==> config.mk <==
export PLATFORM = sky130hd
export DESIGN_NAME = string_to_integer_parser_unit_flat
export DESIGN_NICKNAME = d
export VERILOG_FILES = /design/src/hdl/stip_pkg.sv /design/src/hdl/stip_in_if.sv /design/src/hdl/stip_out_if.sv /design/src/hdl/string_to_integer_parser_unit.sv /design/src/flat_wrapper.sv
export SDC_FILE = /design/constraint.sdc
export NUM_CORES = 1
export LEC_CHECK = 0
export BUFFER_PORTS_ARGS = -buffer_cell sky130_fd_sc_hd__buf_2
export CORE_MARGIN = 1.5
export CORE_UTILIZATION = 30
export DETAILED_ROUTE_END_ITERATION = 10
export SKIP_CTS_REPAIR_TIMING = 1
export SYNTH_ARGS = -nofsm -noshare
export SYNTH_HDL_FRONTEND = slang
export SYNTH_SLANG_ARGS = --single-unit
==> constraint.sdc <==
create_clock -name clk -period 19.95 [get_ports clk]
set_input_delay 0 -clock clk [delete_from_list [all_inputs] [get_ports clk]]
set_output_delay 0 -clock clk [all_outputs]
set_load 0.02 [all_outputs]
==> src/hdl/stip_pkg.sv <==
// Shared types, constants and helpers for the string-to-integer parser.
package stip_pkg;

  localparam int unsigned CHAR_W   = 8;
  localparam int unsigned RADIX_W  = 6;
  localparam int unsigned NUMBER_W = 64;
  localparam int unsigned COUNT_W  = 16;

  typedef logic [CHAR_W-1:0]   char_t;
  typedef logic [RADIX_W-1:0]  radix_t;
  typedef logic [NUMBER_W-1:0] number_t;
  typedef logic [COUNT_W-1:0]  count_t;

  localparam radix_t RADIX_RESET = radix_t'(10);
  localparam radix_t RADIX_AUTO  = radix_t'(0);
  localparam radix_t BASE_OCT    = radix_t'(8);
  localparam radix_t BASE_DEC    = radix_t'(10);
  localparam radix_t BASE_HEX    = radix_t'(16);

  localparam count_t COUNT_MAX = '1;

  localparam char_t CHAR_SPACE = 8'h20;
  localparam char_t CHAR_TAB   = 8'h09;
  localparam char_t CHAR_PLUS  = 8'h2B;
  localparam char_t CHAR_MINUS = 8'h2D;
  localparam char_t CHAR_ZERO  = 8'h30;
  localparam char_t CHAR_NINE  = 8'h39;
  localparam char_t CHAR_LC_A  = 8'h61;
  localparam char_t CHAR_LC_X  = 8'h78;
  localparam char_t CHAR_LC_Z  = 8'h7A;
  localparam char_t CHAR_UC_A  = 8'h41;
  localparam char_t CHAR_UC_Z  = 8'h5A;

  // Digit value of a character; valid is low when it is no digit at all.
  typedef struct packed {
    logic   valid;
    radix_t value;
  } digit_t;

  function automatic digit_t digit_of(char_t c);
    digit_t d;
    d.valid = 1'b1;
    d.value = '0;
    if (c >= CHAR_ZERO && c <= CHAR_NINE) begin
      d.value = radix_t'(c - CHAR_ZERO);
    end else if (c >= CHAR_LC_A && c <= CHAR_LC_Z) begin
      d.value = radix_t'(c - CHAR_LC_A) + BASE_DEC;
    end else if (c >= CHAR_UC_A && c <= CHAR_UC_Z) begin
      d.value = radix_t'(c - CHAR_UC_A) + BASE_DEC;
    end else begin
      d.valid = 1'b0;
    end
    return d;
  endfunction

endpackage

==> src/hdl/stip_in_if.sv <==
// Character stream channel: one byte and a restart flag per transaction.
interface stip_in_if;
  logic                valid;
  logic                ready;
  stip_pkg::char_t     character;
  logic                restart;

  modport source (output valid, output character, output restart, input ready);
  modport sink   (input valid, input character, input restart, output ready);
endinterface

==> src/hdl/stip_out_if.sv <==
// Result channel: converted value and consumed character count per transaction.
interface stip_out_if;
  logic                valid;
  logic                ready;
  stip_pkg::number_t   number;
  stip_pkg::count_t    consumed_count;

  modport source (output valid, output number, output consumed_count, input ready);
  modport sink   (input valid, input number, input consumed_count, output ready);
endinterface

==> src/hdl/string_to_integer_parser_unit.sv <==
// Streaming strtol-style parser of a character stream into a signed 64-bit value.
// Throughput: one character per cycle while no result waits in the skid register;
// the parse state and the terminating character's result are registered on accept.
// A two-entry output stage (result register plus skid register) keeps input open
// while one result waits.
// Reset (rst_n low, synchronous): radix 10, parser idle at whitespace skip, no results.
module string_to_integer_parser_unit (
  input  logic                  clk,
  input  logic                  rst_n,
  input  logic                  cfg_we,
  input  stip_pkg::radix_t      cfg_wdata,
  stip_in_if.sink               in_stream,
  stip_out_if.source            out_stream
);

  typedef enum logic [2:0] {
    PH_SPACE,
    PH_PREFIX,
    PH_ZERO,
    PH_DIGITS,
    PH_DONE
  } phase_t;

  typedef struct packed {
    stip_pkg::number_t number;
    stip_pkg::count_t  consumed_count;
  } result_t;

  stip_pkg::radix_t  radix_r;
  phase_t            phase_r, phase_nxt;
  logic              neg_r, neg_nxt;
  stip_pkg::number_t acc_r, acc_nxt;
  stip_pkg::radix_t  base_r, base_nxt;
  stip_pkg::count_t  pos_r, pos_nxt;

  logic              out_v_r, skid_v_r;
  result_t           out_r, skid_r;

  logic              accept, emit, pop;
  result_t           res;

  stip_pkg::char_t   c;
  stip_pkg::digit_t  dig;
  logic              consume, go_prefix, go_digits;
  logic [stip_pkg::NUMBER_W+stip_pkg::RADIX_W-1:0] prod;

  assign c      = in_stream.character;
  assign dig    = stip_pkg::digit_of(c);
  assign accept = in_stream.valid && in_stream.ready;
  assign pop    = out_v_r && out_stream.ready;

  assign in_stream.ready          = !skid_v_r;
  assign out_stream.valid         = out_v_r;
  assign out_stream.number        = out_r.number;
  assign out_stream.consumed_count = out_r.consumed_count;

  always_comb begin
    phase_nxt = phase_r;
    neg_nxt   = neg_r;
    acc_nxt   = acc_r;
    base_nxt  = base_r;
    pos_nxt   = pos_r;
    consume   = 1'b0;
    go_prefix = 1'b0;
    go_digits = 1'b0;
    emit      = 1'b0;
    prod      = '0;

    if (in_stream.restart) begin
      phase_nxt = PH_SPACE;
      neg_nxt   = 1'b0;
      acc_nxt   = '0;
      base_nxt  = '0;
      pos_nxt   = '0;
    end

    case (phase_nxt)
      PH_SPACE: begin
        if (c == stip_pkg::CHAR_SPACE || c == stip_pkg::CHAR_TAB) begin
          consume = 1'b1;
        end else if (c == stip_pkg::CHAR_PLUS || c == stip_pkg::CHAR_MINUS) begin
          neg_nxt   = (c == stip_pkg::CHAR_MINUS);
          consume   = 1'b1;
          phase_nxt = PH_PREFIX;
        end else begin
          go_prefix = 1'b1;
        end
      end
      PH_PREFIX: go_prefix = 1'b1;
      PH_ZERO: begin
        phase_nxt = PH_DIGITS;
        if (c == stip_pkg::CHAR_LC_X) begin
          base_nxt = stip_pkg::BASE_HEX;
          consume  = 1'b1;
        end else begin
          go_digits = 1'b1;
        end
      end
      PH_DIGITS: go_digits = 1'b1;
      default: ;
    endcase

    if (go_prefix) begin
      if ((radix_r == stip_pkg::RADIX_AUTO || radix_r == stip_pkg::BASE_HEX) &&
          c == stip_pkg::CHAR_ZERO) begin
        base_nxt  = (radix_r == stip_pkg::RADIX_AUTO) ? stip_pkg::BASE_OCT
                                                      : stip_pkg::BASE_HEX;
        acc_nxt   = '0;
        consume   = 1'b1;
        phase_nxt = PH_ZERO;
      end else begin
        base_nxt  = (radix_r == stip_pkg::RADIX_AUTO) ? stip_pkg::BASE_DEC : radix_r;
        go_digits = 1'b1;
      end
    end

    if (go_digits) begin
      if (dig.valid && dig.value < base_nxt) begin
        prod      = acc_nxt * base_nxt;
        acc_nxt   = prod[stip_pkg::NUMBER_W-1:0] +
                    stip_pkg::number_t'(dig.value);
        consume   = 1'b1;
        phase_nxt = PH_DIGITS;
      end else begin
        phase_nxt = PH_DONE;
        emit      = 1'b1;
      end
    end

    if (consume && pos_nxt != stip_pkg::COUNT_MAX) begin
      pos_nxt = pos_nxt + 1'b1;
    end

    res.number         = neg_nxt ? (stip_pkg::number_t'(0) - acc_nxt) : acc_nxt;
    res.consumed_count = pos_nxt;
  end

  always_ff @(posedge clk) begin
    if (!rst_n) begin
      radix_r  <= stip_pkg::RADIX_RESET;
      phase_r  <= PH_SPACE;
      neg_r    <= 1'b0;
      acc_r    <= '0;
      base_r   <= '0;
      pos_r    <= '0;
      out_v_r  <= 1'b0;
      skid_v_r <= 1'b0;
    end else begin
      if (cfg_we) begin
        radix_r <= cfg_wdata;
      end
      if (accept) begin
        phase_r <= phase_nxt;
        neg_r   <= neg_nxt;
        acc_r   <= acc_nxt;
        base_r  <= base_nxt;
        pos_r   <= pos_nxt;
      end
      if (skid_v_r) begin
        if (pop) begin
          out_r    <= skid_r;
          skid_v_r <= 1'b0;
        end
      end else if (accept && emit) begin
        if (!out_v_r || pop) begin
          out_r   <= res;
          out_v_r <= 1'b1;
        end else begin
          skid_r   <= res;
          skid_v_r <= 1'b1;
        end
      end else if (pop) begin
        out_v_r <= 1'b0;
      end
    end
  end

endmodule
==> src/flat_wrapper.sv <==
// flat-port wrapper written by rule: the top's interface ports become plain ports
module string_to_integer_parser_unit_flat 
  (clk, rst_n, cfg_we, cfg_wdata, in_stream_valid, in_stream_character, in_stream_restart, in_stream_ready, out_stream_valid, out_stream_number, out_stream_consumed_count, out_stream_ready);
  stip_in_if in_stream_i ();
  stip_out_if out_stream_i ();
  input  logic clk;
  input  logic rst_n;
  input  logic cfg_we;
  input  stip_pkg::radix_t cfg_wdata;
  input wire logic [$bits(in_stream_i.valid)-1:0] in_stream_valid;
  input wire logic [$bits(in_stream_i.character)-1:0] in_stream_character;
  input wire logic [$bits(in_stream_i.restart)-1:0] in_stream_restart;
  output wire logic [$bits(in_stream_i.ready)-1:0] in_stream_ready;
  output wire logic [$bits(out_stream_i.valid)-1:0] out_stream_valid;
  output wire logic [$bits(out_stream_i.number)-1:0] out_stream_number;
  output wire logic [$bits(out_stream_i.consumed_count)-1:0] out_stream_consumed_count;
  input wire logic [$bits(out_stream_i.ready)-1:0] out_stream_ready;
  assign in_stream_i.valid = in_stream_valid;
  assign in_stream_i.character = in_stream_character;
  assign in_stream_i.restart = in_stream_restart;
  assign in_stream_ready = in_stream_i.ready;
  assign out_stream_valid = out_stream_i.valid;
  assign out_stream_number = out_stream_i.number;
  assign out_stream_consumed_count = out_stream_i.consumed_count;
  assign out_stream_i.ready = out_stream_ready;
  string_to_integer_parser_unit u_core (.clk(clk), .rst_n(rst_n), .cfg_we(cfg_we), .cfg_wdata(cfg_wdata), .in_stream(in_stream_i), .out_stream(out_stream_i));
endmodule
==> key figures <==
Setup path
  • CP Class: reg -> reg
  • CP arrival: 10.65 ns
  • Crit path max-delay cell type: a2111oi_1
  • Critical Path RT: 20.28 ns
  • Worst setup SP type: flop
  • Largest stage delay on the critical path: 0.81 ns
  • Launch point of the worst path: u_core.phase_r[1]$_SDFFE_PN0P_
  • R2R Path Start: u_core.phase_r[1]$_SDFFE_PN0P_
  • CP Max Fanout: 64
  • Most Frequent Cell on Critical Path: fa_1
  • Setup crit end kind: flop

Power
  • Pwr per Cell Area: 58.77 nW/um^2
  • Switching power: 0.5818 mW
  • Combinational Power Share: 28.6%
  • Reg power frac: 37.6%
  • Clock share of power: 33.8%
  • Internal power component: 1.065 mW
  • Maximum VDD drop: 0.00005410 V
  • Leakage: 11.88 nW
  • Sw frac: 35.32%

STA
  • Finish-stage setup viols: 0
  • FMAX: 0.09694 GHz
  • Final Max Slew Viols: 0
  • Setup TNS: 0 ns
  • Fin Hold WS: -0.05034 ns
  • RSZ-0062 raised after global routing: false
  • Final Hold Fails: 1
  • Clk_skew: 0.01708 ns
  • Period utilization: 51.71%
  • Fin crit period: 10.32 ns
  • Relative slew slack: 26.14%
  • Worst-Margin Slew: 1.104 ns

Synthesis
  • Synth top area share: 18.93%
  • Post-synth ARST share: 0%
  • Synth Area per Inst: 8.814 um^2
  • Post-synthesis sequential area ratio: 26.66%
  • YS warnings: 0
  • Yosys reg bits: 258
  • Dominant cell type by area after synthesis: edfxtp_1
  • Top post-synthesis cells by area: edfxtp_1 (19%), fa_1 (19%), nor2_1 (8.4%), dfxtp_1 (7.7%), ha_1 (7.0%)
  • Top FF cell, synth: edfxtp_1
  • Post-Syn Instances: 2,880
  • Post-synth EDFFs: 160
  • Synthesized Nets: 3,283
  • Synth cell count leaders: nor2_1 (568), nand2_1 (332), fa_1 (240), a21oi_1 (183), edfxtp_1 (160)
  • Most common cell in the synthesized netlist: nor2_1
  • Netlist Area Pre-Place: 25,380 um^2
  • Yosys cell types: 102

Final layout
  • Antenna cells: 0
  • Register area: 6768 um^2
  • Post-layout util: 33.49%
  • Footprint of the multi-input gates: 17,630 um^2
  • Final nets: 3,301
  • Share of cells above drive strength 1: 9.866%
  • FILL cells: 8,696
  • Layout area overhead: 10.40%

Route
  • Post-Route WL: 77.64 mm
  • Vias per inst: 5.313
  • Final ANT Viol Nets: 0
  • Vias after detailed routing: 21,530
  • DRT iter0 DRCs: 1,890
  • Pre-antenna DRT Iters: 6
  • Drt drc: 0
  • WL/cell: 19.16 um

Run status
  • Failing checks: negative hold slack
  • Run status: finished, violations left

CTS
  • Clock Path Buffers: 3
  • Clk sinks: 258
  • CTS root buffer: clkbuf_16
  • # H-tree levels: 1
  • Clk pin slew, worst setup/hold paths: 0.06 ns
  • CTS Buf Count: 28
  • CTS tree: yes
  • Worst-Skew Late Latency: 0.58 ns

Global route
  • First-pass GRT wire length: 123.6 mm
  • Vias in the first global route: 21,300
  • All-layer global routing usage: 17.92%
  • Largest net degree at the start of global routing: 73
  • Initial antenna violation count: 0
  • Total grt overflow: 0

Hold path
  • Hold WC Path Type: in -> reg
  • Hold_sp: in_stream_character[7]

Placement
  • GPL Wtd Cong: 0.9803
  • IO buf count: 101
  • Dpl hpwl: 57.81 mm

Floorplan
  • Cell row count: 106
  • Starting Density: 30.33%
  • Ports: 102
  • Die Span Y: 293.9 um
  • Core region area: 83,690 um^2
  • Width of the die: 293.9 um
  • DIE AREA: 86,370 um^2

Flow run
  • Max Cap Viol: 0
## layout by cell type (no fill, tap or decap), types with 29 or more instances in the layout
master	count
a21oi_1	182
a31oi_1	34
nor3_1	42
nand4_1	34
buf_4	29
and2_1	47
ha_1	143
nor2_1	566
fa_1	240
inv_1	89
xnor2_1	84
a211oi_1	56
edfxtp_1	160
buf_2	101
mux2_2	48
nand2_1	331
nand3_1	67
o21ai_0	118
dfxtp_1	97
xor2_1	47
## layer usage
| layer | GRT usage [%] | up-vias | share of wire [%] |
|---|---|---|---|
| li1 | - | 10070 | - |
| met1 | 25.27 | 10540 | 45 |
| met2 | 29.16 | 783 | 46 |
| met3 | 1.541 | 137 | 6.1 |
| met4 | 5.230 | 0 | 2.9 |
| met5 | 0 | - | 0 |
## cells by family after synthesis
| logic type | after synthesis | synth area share, % |
|---|---|---|
| fa+ha+maj | 383 | 25.98 |
| xor+xnor | 132 | 4.584 |
| buf+inv | 254 | 4.229 |
| flops | 258 | 26.66 |
| mux | 60 | 2.603 |
| simple gates | 1208 | 21.00 |
| compound gates | 585 | 14.95 |
## cell type report
cell class / instances / share of cell area (%)
multi-input cells: 2368 / 62.90
clock inverters: 18 / 0.8438
repair buffers: 146 / 3.152
inverters: 96 / 1.290
flip-flops and latches: 258 / 24.15
well taps: 1134 / 5.063
clock buffers: 33 / 2.603
## state kept, by name, indices dropped and copies added, names as in the netlist
| signal | flops |
|---|---|
| u_core.skid_r | 80 |
| u_core.base_r | 6 |
| u_core.pos_r | 16 |
| u_core.out_stream.consumed_count | 16 |
| u_core.out_stream.number | 64 |
| u_core.skid_v_r | 1 |
| u_core.radix_r | 6 |
| u_core.acc_r | 64 |
| u_core.out_stream.valid | 1 |
| u_core.phase_r | 3 |
| u_core.neg_r | 1 |
## worst paths after layout
kind,to,slack [ns],cells past startpoint
worst min register to register,u_core.base_r[4]$_SDFFE_PN0P_,0.48,2
worst max-delay path,u_core.out_stream.number[61]$_DFFE_PP_,9.63,28
worst min-delay path,u_core.phase_r[0]$_SDFFE_PN0P_,-0.05,6
worst max register to register,u_core.out_stream.number[61]$_DFFE_PP_,9.63,28
## critical path: cells and delay by family (launching register included)
| family | cells | cell delay [ns] |
|---|---|---|
| flops | 1 | 0.38 |
| simple gates | 9 | 2.12 |
| mux | 1 | 0.27 |
| compound gates | 8 | 3.68 |
| fa+ha+maj | 5 | 2.52 |
| buf+inv | 4 | 0.85 |
| xor+xnor | 1 | 0.13 |
## power groups by stage
stage | Sequential (mW) | Clock [mW] | Combinational (mW)
2_1_floorplan | 0.643 | 0 | 0.313
3_3_place_gp | 0.631 | 0 | 0.459
3_5_place_dp | 0.631 | 0 | 0.462
4_1_cts | 0.620 | 0.570 | 0.465
5_1_grt | 0.623 | 0.587 | 0.516
6_report | 0.620 | 0.556 | 0.471
## metrics by stage
step / std cells / hold slack, ns / power [mW] / instance area, um^2 / setup slack [ns]
floorplan: 2880 / 0.06194 / 0.9557 / 25380 / 8.622
global placement: 3986 / 0.2200 / 1.090 / 26900 / 9.561
detailed placement: 3986 / 0.2335 / 1.093 / 26900 / 9.547
CTS: 4037 / -0.3780 / 1.655 / 27860 / 9.659
global route: 4053 / 0.04188 / 1.725 / 28020 / 9.078
finish: 4053 / -0.05034 / 1.647 / 28020 / 9.635
Power figures use the tool's default switching activity.
